$ cat src/rtl/core/kuw_pkg.sv
// shared types and constants of the kuwahara filter
package kuw_pkg;

    localparam int MAX_WIDTH = 1024;
    localparam int LINES = 15;
    localparam logic [3:0] RADIUS = 4'd7;
    localparam logic [3:0] WIN_LAST = 4'd14;
    localparam int QDEPTH = 4;
    localparam int QPTR_W = 2;

    localparam logic [0:0] REG_WIDTH = 1'b0;
    localparam logic [0:0] REG_HEIGHT = 1'b1;

    typedef struct packed {
        logic [11:0] row;
        logic [3:0]  line;
        logic [11:0] h0;
        logic [11:0] h1;
        logic [10:0] w0;
        logic [10:0] w1;
    } kuw_job_t;

    typedef struct packed {
        logic        en;
        logic [3:0]  line;
        logic [10:0] col;
    } kuw_wr_t;

    typedef enum logic [2:0] {
        ST_IDLE,
        ST_READ,
        ST_DRAIN,
        ST_MEAN,
        ST_VAR,
        ST_SEL
    } kuw_state_t;

endpackage

$ cat src/rtl/core/kuw_queue.sv
// job queue between front and back
module kuw_queue
    import kuw_pkg::*;
(
    input  logic     clk,
    input  logic     rst_n,
    input  logic     push,
    input  kuw_job_t job_in,
    output logic     full,
    input  logic     pop,
    output kuw_job_t job_out,
    output logic     empty
);

    kuw_job_t entry_reg [QDEPTH];
    logic [QPTR_W-1:0] wp_reg, rp_reg;
    logic [QPTR_W:0]   cnt_reg;

    assign full = (cnt_reg == (QPTR_W+1)'(QDEPTH));
    assign empty = (cnt_reg == '0);
    assign job_out = entry_reg[rp_reg];

    always_ff @(posedge clk)
    begin
        if (push)
        begin
            entry_reg[wp_reg] <= job_in;
        end
    end

    always_ff @(posedge clk or negedge rst_n)
    begin
        if (!rst_n)
        begin
            wp_reg <= '0;
            rp_reg <= '0;
            cnt_reg <= '0;
        end
        else
        begin
            if (push)
            begin
                wp_reg <= wp_reg + 1'b1;
            end
            if (pop)
            begin
                rp_reg <= rp_reg + 1'b1;
            end
            cnt_reg <= cnt_reg + {{QPTR_W{1'b0}}, push} - {{QPTR_W{1'b0}}, pop};
        end
    end

endmodule

$ cat config.mk
export PLATFORM = sky130hd
export DESIGN_NAME = kuw_queue
export DESIGN_NICKNAME = d
export VERILOG_FILES = /design/src/rtl/core/kuw_pkg.sv /design/src/rtl/core/kuw_queue.sv
export SDC_FILE = /design/constraint.sdc
export NUM_CORES = 1
export LEC_CHECK = 0
export BUFFER_PORTS_ARGS = -buffer_cell sky130_fd_sc_hd__clkbuf_2
export CELL_PAD_IN_SITES_DETAIL_PLACEMENT = 0
export CELL_PAD_IN_SITES_GLOBAL_PLACEMENT = 1
export CORE_AREA = 2 2 175 143
export CTS_CLUSTER_DIAMETER = 50
export DETAILED_ROUTE_END_ITERATION = 10
export DIE_AREA = 0 0 177 145
export GPL_TIMING_DRIVEN = 0
export PLACE_DENSITY = 0.71
export SLEW_MARGIN = 20
export SYNTH_ARGS = -nofsm -noshare
export SYNTH_HDL_FRONTEND = slang
export SYNTH_SLANG_ARGS = --single-unit
$ cat constraint.sdc
create_clock -name clk -period 3.7 [get_ports clk]
set_clock_uncertainty 0.15 [all_clocks]
set_input_delay 0.37 -clock clk [delete_from_list [all_inputs] [get_ports clk]]
set_output_delay 0.37 -clock clk [all_outputs]
set_load 0.02 [all_outputs]
==> flow_summary.ini <==
[sta]
tightest_slew_ps = 492
fin_crit_sh = 0.678
fmax_mhz = 398
maxSlewViolCount = 0
rsz0062_at_grt = false
finalSetupTns_ps = 0
max-slew-margin-rel = 0.672
fin_ws_ps = 1190
final-setup-viol-count = 0
hold_violations = 0
finalCriticalPeriod_ps = 2510

[logic_synthesis]
yosysWarnings = 0
syn-instance-count = 358
syn_nets = 431
synthDistinctLibCells = 17
seq_area_frac_synth = 0.810
netlist_area_um2 = 9410
ys_seq_elements = 255
avgSynthCellArea_um2 = 26.3

[grt]
grt_usage = 0.138
grt_max_degree = 39
overflow = 0
grt_pass1_vias = 4901
antenna_found_initial = 1
grt_pass1_wl_mm = 27.3

[final_layout]
multi_input_area_um2 = 1610
final_cell_mix = edfxtp_1, clkbuf_2, dlygate4sd3_1
fillers = 1939
largest_reg_flops = 248
final_common_cell = edfxtp_1
drive_gt1_frac = 0.408
regArea_um2 = 7620
area_delta_synth_final_pct = 28.5
nets = 658
fin_cells = 922

[critical_path]
required_ps = 3180
critPathSlowestCell = mux4_2
critPathBufInv = 3
r2r_setup_slack_ps = 1770
max_stage_delay_ps = 500
setup.worst_path.class = reg2out
crit_family = buffers and inverters
worstPathArrival_ps = 1990
cp-end-kind = output pin
path_max_fanout = 10
crit_chain = buf_6 -> buf_12 -> mux4_2 -> clkbuf_2
startpoint_type = flip-flop

[detailed_routing]
avgViaCountPerCell = 4.78
drt_pass1_iterations = 4
vias = 4405
drt-initial-drc-count = 210
drt_wl_total_mm = 17.5
wire_per_inst_um = 19.0
drc_errors = 0
ant_nets = 0

[pwr]
leakage_nw = 4.27
ir_worst_vdd_mv = 0.532
p_per_area_nw_per_um2 = 802

[run]
cap_viol_max_count = 0

[floorplan]
design.portCount = 130
core_um2 = 23900
die_h_um = 145
initial_core_util = 0.393
die_w_um = 177
die-area_um2 = 25700
num_rows = 51

[cts]
post_cts_buffers = 0
path_clk_slew_ps = 60
cts_max_level = 1
cts_sinks = 255
cts_root_buf = clkbuf_16
ctsHoldBuffers = 65
clk_latency_ps = 520
cts_tree = done
ctsResizeCount = 0
clockBufferDepth = 3
numCtsBuffers = 27

[outcome]
run_status = complete, no violations

[hold_path]
hp-class = in2async

[place]
place_inst = 809
gpl.final_weighted_congestion = 0.688
dp_worst_setup_slack_ps = 1710
place_hpwl_mm = 10.7
port-buffer-count = 129
[worst register-to-register path, stage by stage (launching register included)]
cell	delay (ps)
dfrtp_1	420
inv_1	100
ha_1	150
and2_4	450
buf_12	300
[metal layers]
layer	share of wire	track usage	wire [um]	vias up
li1	-	-	-	1990
met1	0.43	0.181	7490	2249
met2	0.48	0.224	8430	141
met3	0.077	0.0440	1350	25
met4	0.016	0.0326	272	0
met5	0	0	0	-
[cell usage after synthesis (all sizes together)]
| cell | count | area [um2] |
|---|---|---|
| ha | 6 | 75.1 |
| mux4 | 62 | 1410 |
| xnor2 | 2 | 17.5 |
| nor3 | 1 | 5.00 |
| and2 | 4 | 25.0 |
| nand2 | 2 | 7.51 |
| xor2 | 3 | 26.3 |
| inv | 6 | 22.5 |
| dfrtp | 7 | 175 |
| fa | 1 | 20.0 |
| edfxtp | 248 | 7450 |
| and3 | 1 | 6.26 |
| buf | 14 | 166 |
| o21ai | 1 | 5.00 |
[where the power goes]
part | internal (mW) | switching, mW | total [mW] | leakage [nW]
sequential | 3.78 | 0.120 | 3.90 | 2.36
combinational | 1.33 | 1.80 | 3.13 | 1.48
clock | 1.62 | 1.05 | 2.67 | 0.428
[cells by family (layout without fill, tap and decap cells)]
logic type	count (synthesis)	after routing	synth area share
DFF	255	255	0.810
muxes	62	62	0.150
buffers and inverters	20	265	0.0201
and+or+nand+nor	8	8	0.00465
adders and majority gates	7	7	0.0101
xor gates and xnor gates	5	5	0.00465
AOI/OAI and AO/OA	1	1	0.000531
other	0	1	0
[final timing paths]
check | to | start | cells after the start
hold reg to reg | wp_reg[0] | wp_reg[0] | 1
hold / removal | rp_reg[1] | rst_n | 2
min in group clk | wp_reg[0] | wp_reg[0] | 1
setup reg to reg | entry_reg[0][10] | wp_reg[0] | 4
max in group asynchronous | wp_reg[1] | rst_n | 2
setup / recovery | job_out[10] | rp_reg[0] | 4
[stage by stage]
stage / hold slack (ps) / area (um2) / utilization / power [mW]
2_1_floorplan: -75.6 / 9410 / - / 6.09
3_3_place_gp: 61.2 / 10500 / 0.437 / 7.03
3_5_place_dp: 69.9 / 10600 / 0.441 / 7.11
4_1_cts: 75.5 / 12100 / 0.505 / 9.87
5_1_grt: 108 / 12100 / 0.505 / 10.2
6_report: 113 / 12100 / 0.505 / 9.71
[area by class of cell]
type / count / share of cell area
Sequential cell: 255 / 0.630
Multi-Input combinational cell: 83 / 0.133
Timing Repair Buffer: 198 / 0.115
Clock buffer: 32 / 0.0574
Tap cell: 318 / 0.0329
Clock inverter: 15 / 0.0155
Buffer: 14 / 0.0138
Inverter: 6 / 0.00186
Antenna cell: 1 / 0.000207
Note: power is estimated with default switching activity, not from simulation.
